$ cat src/rtl/sdrm_pkg.sv
// ----------------------------------------------------------------------------
// sdrm_pkg
// Shared types and codes for the signed divider with rounding modes.
// ----------------------------------------------------------------------------
`default_nettype none

package sdrm_pkg;

    // Operation selected by the input tuser field. Codes 5 to 7 are unused.
    typedef enum logic [2:0] {
        KIND_EUCLID_QUO = 3'd0,
        KIND_EUCLID_REM = 3'd1,
        KIND_TRUNC_QUO  = 3'd2,
        KIND_TRUNC_REM  = 3'd3,
        KIND_FLOOR_MOD  = 3'd4
    } kind_t;

    typedef enum logic [1:0] {
        ERR_NONE     = 2'd0,
        ERR_DIV_ZERO = 2'd1,
        ERR_OVERFLOW = 2'd2
    } err_t;

    localparam int KIND_BITS = 3;
    localparam int ERR_BITS  = 2;

    // Side information that travels down the pipeline beside the operands.
    typedef struct packed {
        kind_t kind;
        logic  neg_a;
        logic  neg_b;
        logic  div_zero;
        logic  ovf;
    } ctl_t;

endpackage

`default_nettype wire

$ cat src/rtl/sdrm_div_step.sv
// ----------------------------------------------------------------------------
// sdrm_div_step
// One registered step of the restoring divider: it produces one quotient bit
// and keeps its own valid bit and handshake.
// ----------------------------------------------------------------------------
`default_nettype none

module sdrm_div_step #(
    parameter int WORD_BITS = 32
) (
    input  wire logic                 clk,
    input  wire logic                 rst_n,
    input  wire logic                 in_valid,
    output logic                      in_ready,
    input  wire logic [WORD_BITS-1:0] in_rem,
    input  wire logic [WORD_BITS-1:0] in_quo,
    input  wire logic [WORD_BITS-1:0] in_mb,
    input  wire sdrm_pkg::ctl_t       in_ctl,
    output logic                      out_valid,
    input  wire logic                 out_ready,
    output logic [WORD_BITS-1:0]      out_rem,
    output logic [WORD_BITS-1:0]      out_quo,
    output logic [WORD_BITS-1:0]      out_mb,
    output sdrm_pkg::ctl_t            out_ctl
);

    logic                 valid_reg;
    logic                 valid_next;
    logic [WORD_BITS-1:0] rem_reg;
    logic [WORD_BITS-1:0] rem_next;
    logic [WORD_BITS-1:0] quo_reg;
    logic [WORD_BITS-1:0] quo_next;
    logic [WORD_BITS-1:0] mb_reg;
    sdrm_pkg::ctl_t       ctl_reg;
    logic [WORD_BITS:0]   partial;
    logic [WORD_BITS:0]   trial;
    logic                 fits;
    logic                 load;

    assign in_ready = !valid_reg || out_ready;
    assign load     = in_valid && in_ready;

    // The partial remainder is always below twice the divisor, so it fits in
    // one bit more than the word.
    always_comb
    begin
        partial  = {in_rem, in_quo[WORD_BITS-1]};
        trial    = partial - {1'b0, in_mb};
        fits     = partial >= {1'b0, in_mb};
        rem_next = fits ? trial[WORD_BITS-1:0] : partial[WORD_BITS-1:0];
        quo_next = {in_quo[WORD_BITS-2:0], fits};
    end

    always_comb
    begin
        if (in_ready)
        begin
            valid_next = in_valid;
        end
        else
        begin
            valid_next = valid_reg;
        end
    end

    always_ff @(posedge clk or negedge rst_n)
    begin
        if (!rst_n)
        begin
            valid_reg <= 1'b0;
        end
        else
        begin
            valid_reg <= valid_next;
        end
    end

    always_ff @(posedge clk)
    begin
        if (load)
        begin
            rem_reg <= rem_next;
            quo_reg <= quo_next;
            mb_reg  <= in_mb;
            ctl_reg <= in_ctl;
        end
    end

    assign out_valid = valid_reg;
    assign out_rem   = rem_reg;
    assign out_quo   = quo_reg;
    assign out_mb    = mb_reg;
    assign out_ctl   = ctl_reg;

endmodule

`default_nettype wire

$ cat config.mk
export PLATFORM = sky130hd
export DESIGN_NAME = sdrm_div_step
export DESIGN_NICKNAME = d
export VERILOG_FILES = /design/src/rtl/sdrm_pkg.sv /design/src/rtl/sdrm_div_step.sv
export SDC_FILE = /design/constraint.sdc
export NUM_CORES = 1
export LEC_CHECK = 0
export BUFFER_PORTS_ARGS = -buffer_cell sky130_fd_sc_hd__clkbuf_2
export CORE_UTILIZATION = 53
export DETAILED_ROUTE_END_ITERATION = 8
export PLACE_DENSITY_LB_ADDON = 0.12
export SLEW_MARGIN = 20
export SYNTH_ARGS = -nofsm -noshare
export SYNTH_HDL_FRONTEND = slang
export SYNTH_SLANG_ARGS = --single-unit
$ cat constraint.sdc
create_clock -name clk -period 7.8 [get_ports clk]
set_clock_uncertainty 0.05 [all_clocks]
set_input_delay 2.34 -clock clk [delete_from_list [all_inputs] [get_ports clk]]
set_output_delay 2.34 -clock clk [all_outputs]
set_load 0.05 [all_outputs]
# Word-level counts from Yosys, hierarchy flattened
# Cells that the tools add are included.
# word_totals
output_inout_bits	105
mem_bits_rw	0
reg_bits	104
n_memories	0
latch_bits	0
input_bits	107
wordCells	15
romBits	0
# op_classes
n_addsub	1
reduce_logical	3
order_cmp	1
n_mux	1
shift	0
multipliers	0
n_div	0
eq_ne	0
bitwise	0
# op_table
operator	count
$ge 33x32->1	1
$mux 32	1
$sub 32x32->32	1
$logic_and 1x1->1	1
$logic_not 1->1	1
$logic_or 1x1->1	1

# Longest topological paths before layout
# depth
word_depth	3
ltp_mapped	13
depth_no_buf	12

# Worst setup path before layout
# No wires, ideal clock.
# synth_timing
path_type	input -> register
from	in out_ready
to	reg ctl_reg (netlist bit out_ctl[0]) (enable)
setup_slack_ns	2.015
path_buffers	0
required_time_ns	7.277
path_stages	2
setup_ns	0.473
arrival_ns	5.262
path_cell_list	nand2b_1 -> and2_1
# synth_between
elab_chain_len	2
# synth_rtl
element	line	rtl
from (decl)	sdrm_div_step.sv:20	input wire logic out_ready,
$logic_or 1x1->1	sdrm_div_step.sv:40	assign in_ready = !valid_reg || out_ready;
$logic_and 1x1->1	sdrm_div_step.sv:41	assign load = in_valid && in_ready;
net load	sdrm_div_step.sv:38	logic load;
to (signal assigned)	sdrm_div_step.sv:85	ctl_reg <= in_ctl;
to (decl)	sdrm_div_step.sv:34	sdrm_pkg::ctl_t ctl_reg;
# The timed path passes the listed nets, and every way through them passes these cells.
# A chain may end at the register's enable or synchronous reset.

# Worst setup path after layout
# layout_timing
from	in in_mb[18]
to	reg rem_reg[8] (netlist: out_rem[8]) (data pin)
# layout_between
elab_chain_len	2
# layout_rtl
element	line	rtl
from (decl)	sdrm_div_step.sv:17	input wire logic [WORD_BITS-1:0] in_mb,
$ge 33x32->1	sdrm_div_step.sv:49	fits = partial >= {1'b0, in_mb};
$mux 32	sdrm_div_step.sv:50	rem_next = fits ? trial[WORD_BITS-1:0] : partial[WORD_BITS-1:0];
net rem_next[8]	sdrm_div_step.sv:30	logic [WORD_BITS-1:0] rem_next;
to (signal assigned)	sdrm_div_step.sv:82	rem_reg <= rem_next;
to (decl)	sdrm_div_step.sv:29	logic [WORD_BITS-1:0] rem_reg;
# The timed path passes the listed nets, and every way through them passes these cells.

==> results.txt <==
----------------------------------------------------
[Status]
  Outcome ... complete, no violations

[Timing]
  Final Max Slew Viols ... 0
  Setup repair after global routing missed its margin ... no
  Final setup TNS ... 0 ns
  Slew at the pin closest to its max-slew limit ... 0.771 ns
  Worst setup margin ... between 2 and 2.5 ns
  Fin Hold WS ... 0.523 ns
  Worst slew margin relative to its limit ... 48.6%
  Highest clock frequency the design can meet ... approximately 0.18 GHz
  Final Hold Violating Endpoints ... 0
  Total of endpoints with negative setup slack in the final report ... 0
  Fin crit share ... between 70% and 80%
  Final period demand of the worst path ... 5.46 ns

[Global routing]
  Vias in the first global route ... between 3000 and 4000
  Antenna violations before repair ... 0
  Grt ovf ... 0
  Wire length of the first global-routing pass ... 18500 um
  Total global-route track usage ... a little under a quarter
  Largest net degree at the start of global routing ... between 50 and 60

[Synth]
  Post-Synthesis Cell Area ... 0.00535 mm^2
  Post-synthesis sequential area ratio ... about three fifths
  Per-instance average area after synthesis ... 11.8 um^2
  Yosys warning total ... 0
  EDFF count, synth ... approximately 100
  Asr flop ratio synth ... less than 1%
  Ys flop type ... sky130_fd_sc_hd__edfxtp_1
  Synthesized netlist net count ... between 500 and 600
  Number of instances in the synthesized netlist ... 452
  FF+latch count, synth ... between 100 and 150
  Count of cell types in the netlist ... between 40 and 50

[Clocking]
  Resized Gates After CTS ... 0
  Clock sink count ... about 100
  Clock-pin transition on the worst setup and hold timing paths ... roughly 0.10 ns
  CTS tree ... built
  H-tree Lvls ... 3
  Cell at the root of the clock tree ... sky130_fd_sc_hd__clkbuf_8
  Clock latency reported for the late side of the worst-skew pair ... around 0.37 ns
  Post-CTS Hold Buffers ... 0
  Total CTS buffers ... 9
  Setup Fix Bufs, Post-CTS ... 0
  Maximum count of clock buffers along a single path ... 2

[Flow run]
  Max Cap Viol ... 0

[Placed design]
  IO buf count ... between 200 and 250
  Dpl cells ... about 800
  Detail Placement HPWL ... roughly 9600 um
  Last weighted congestion value of the routability-driven placer ... 0.873
  Post-place instance area ... about 0.0065 mm^2
  Pre-CTS setup slack ... a little under 2 ns

[Floorplanning]
  I/O pins ... between 200 and 250
  Die Footprint ... approximately 0.010 mm^2
  Die Width ... approximately 100 um
  FP Rows ... 36
  Initial core utilization ... approximately 55%
  DIE HEIGHT ... 102 um
  CORE AREA ... 0.00977 mm^2

[Routing]
  Detailed-router iteration count before antenna repair ... 4
  Via count ... around 4200
  Via/cell ratio ... 5.26
  Number of nets with antenna violations after routing ... 0
  Wire length reported by the detailed router ... ~12000 um
  Remaining design rule violation count ... 0
  Number of violations reported at the end of detailed-routing iteration 0 ... 244
  Wire length per cell after detailed routing ... 15.3 um

[Pwr]
  P per Cell Area ... ~220 mW/mm^2
  Leak pwr ... slightly above 3 nW
  VDD IR-drop max ... 0.108 mV
  Total chip power ... 1.45 mW

[Setup path]
  Element type at the critical path start ... input pin
  Kind of critical path ... input pin to flip-flop
  Maximum net fanout on the critical path ... 39
  Crit path capture type ... flip-flop
  Critical Path AT ... 5.54 ns
  Data required time at the worst endpoint ... between 7 and 8 ns

[Cells and area]
  Final Util ... 68.8%
  Count of fill cells added during filler insertion ... just under 800
  Share of post-route cells with drive strength above 1 ... between 30% and 40%
  Count of inserted antenna diode cells ... 0
  Final Instance Area ... between 0.006 and 0.007 mm^2
  Layout overhead on the synthesized area ... 25.7%
  Total Nets Final ... 798
  Number of standard cells in the layout, taps in and fillers out ... ~800

[Min path]
  HP Class ... flip-flop to flip-flop

----------------------------------------------------
[layer usage]
| layer | track usage, % | share of wire (%) | vias to the layer above |
|---|---|---|---|
| li1 | - | - | 2075 |
| met1 | 28.6 | 42 | 1938 |
| met2 | 38.7 | 48 | 153 |
| met5 | 0 | 0 | - |
| met3 | 5.75 | 7.1 | 19 |
| met4 | 9.89 | 2.1 | 0 |
[worst paths after layout]
path                       slack [ns]  cells past startpoint     endpoint  startpoint
min reg2reg                      0.52                      2    out_valid   out_valid
min                              0.52                      2    out_valid   out_valid
max in group asynchronous        5.95                      1    out_valid       rst_n
max                              2.34                     12   out_rem[8]   in_mb[18]
min in group asynchronous        1.67                      1    out_valid       rst_n
max reg2reg                      5.54                      3  out_quo[16]   out_valid
[cell type report]
cell class              count  area (um^2)  area share, %
clock buffers              10          138           2.05
clock inverters             6         76.3           1.14
inverters                  38          143           2.12
multi-input cells         292         2000           29.7
flip-flops and latches    104         3120           46.4
well taps                 133          166           2.48
repair buffers            213         1080           16.1
[layout by cell type, fill, tap and decap left out, types with 2 or more instances in the layout]
cell type                    netlist  routed
sky130_fd_sc_hd__nand2b_1          5       5
sky130_fd_sc_hd__ha_1             32      32
sky130_fd_sc_hd__a31oi_1           5       5
sky130_fd_sc_hd__o21ai_0          16      16
sky130_fd_sc_hd__and2_1            3       2
sky130_fd_sc_hd__nor3_1            2       2
sky130_fd_sc_hd__xor2_1           12      12
sky130_fd_sc_hd__inv_1            38      38
sky130_fd_sc_hd__a211oi_1          3       3
sky130_fd_sc_hd__inv_8             0       2
sky130_fd_sc_hd__clkbuf_2          1     211
sky130_fd_sc_hd__clkinvlp_4        0       2
sky130_fd_sc_hd__a2bb2oi_1         2       2
sky130_fd_sc_hd__nor2b_1           3       3
sky130_fd_sc_hd__nor2_1           35      35
sky130_fd_sc_hd__o21bai_1          3       3
sky130_fd_sc_hd__nand2_1          26      26
sky130_fd_sc_hd__mux2_1            4       4
sky130_fd_sc_hd__nand4_1           8       8
sky130_fd_sc_hd__and4_1            2       2
sky130_fd_sc_hd__mux2_2            6       6
sky130_fd_sc_hd__o22ai_1           2       2
sky130_fd_sc_hd__a21o_1           12      12
sky130_fd_sc_hd__a21oi_1          56      56
sky130_fd_sc_hd__xnor2_1          15      15
sky130_fd_sc_hd__nand3_1           8       8
sky130_fd_sc_hd__edfxtp_1        103     103
sky130_fd_sc_hd__o211ai_1          4       4
sky130_fd_sc_hd__or4_1             2       2
sky130_fd_sc_hd__o21a_1            6       6
sky130_fd_sc_hd__clkbuf_8          0      10
sky130_fd_sc_hd__nor4_1            4       4
[critical path, cell delays in order]
cell and delay, ns:
sky130_fd_sc_hd__clkbuf_2 0.10, sky130_fd_sc_hd__inv_1 0.04, sky130_fd_sc_hd__ha_1 0.39, sky130_fd_sc_hd__nand4_1 0.19, sky130_fd_sc_hd__or4_1 0.50, sky130_fd_sc_hd__a21oi_1 0.14, sky130_fd_sc_hd__nor3_1 0.08, sky130_fd_sc_hd__a211oi_2 0.24
sky130_fd_sc_hd__o21ai_2 0.16, sky130_fd_sc_hd__o31ai_4 0.69, sky130_fd_sc_hd__buf_12 0.28, sky130_fd_sc_hd__mux2_2 0.36
[power by group]
part,internal (mW),total [mW],switching [mW]
clock network,0.162,0.356,0.194
registers,0.669,0.680,0.0107
logic,0.127,0.415,0.288
[cells in the mapped netlist, types with 2 or more instances]
cell,number,area (um^2)
sky130_fd_sc_hd__a211oi_1,3,22.5
sky130_fd_sc_hd__a21o_1,12,90.1
sky130_fd_sc_hd__a21oi_1,56,280
sky130_fd_sc_hd__a2bb2oi_1,2,17.5
sky130_fd_sc_hd__a31oi_1,5,31.3
sky130_fd_sc_hd__and2_1,3,18.8
sky130_fd_sc_hd__and4_1,2,17.5
sky130_fd_sc_hd__buf_2,8,40.0
sky130_fd_sc_hd__buf_4,3,22.5
sky130_fd_sc_hd__clkbuf_1,6,22.5
sky130_fd_sc_hd__edfxtp_1,103,3090
sky130_fd_sc_hd__ha_1,32,400
sky130_fd_sc_hd__inv_1,38,143
sky130_fd_sc_hd__mux2_1,4,45.0
sky130_fd_sc_hd__mux2_2,6,67.6
sky130_fd_sc_hd__nand2_1,26,97.6
sky130_fd_sc_hd__nand2b_1,5,31.3
sky130_fd_sc_hd__nand3_1,8,40.0
sky130_fd_sc_hd__nand4_1,8,50.1
sky130_fd_sc_hd__nor2_1,35,131
sky130_fd_sc_hd__nor2b_1,3,18.8
sky130_fd_sc_hd__nor3_1,2,10.0
sky130_fd_sc_hd__nor4_1,4,25.0
sky130_fd_sc_hd__o211ai_1,4,30.0
sky130_fd_sc_hd__o21a_1,6,45.0
sky130_fd_sc_hd__o21ai_0,16,80.1
sky130_fd_sc_hd__o21bai_1,3,22.5
sky130_fd_sc_hd__o22ai_1,2,12.5
sky130_fd_sc_hd__or4_1,2,15.0
sky130_fd_sc_hd__xnor2_1,15,131
sky130_fd_sc_hd__xor2_1,12,105
[state kept, by name, indices dropped and copies added (netlist names)]
name	count
out_mb	32
out_rem	32
out_valid	1
out_ctl	7
out_quo	32
[logic make-up (layout without fill, tap and decap cells)]
family                   Yosys count  count (layout)  share of synthesized area (%)
AO/OA/AOI/OAI                    119             119                           13.7
XOR/XNOR                          27              27                           4.42
adder cells (fa/ha/maj)           33              33                           7.86
buffers and inverters             56             267                           4.35
flip-flops                       104             104                           58.3
multiplexers                      11              11                           2.29
AND/OR/NAND/NOR                  102             102                           9.06
(Power assumes the default switching activity.)
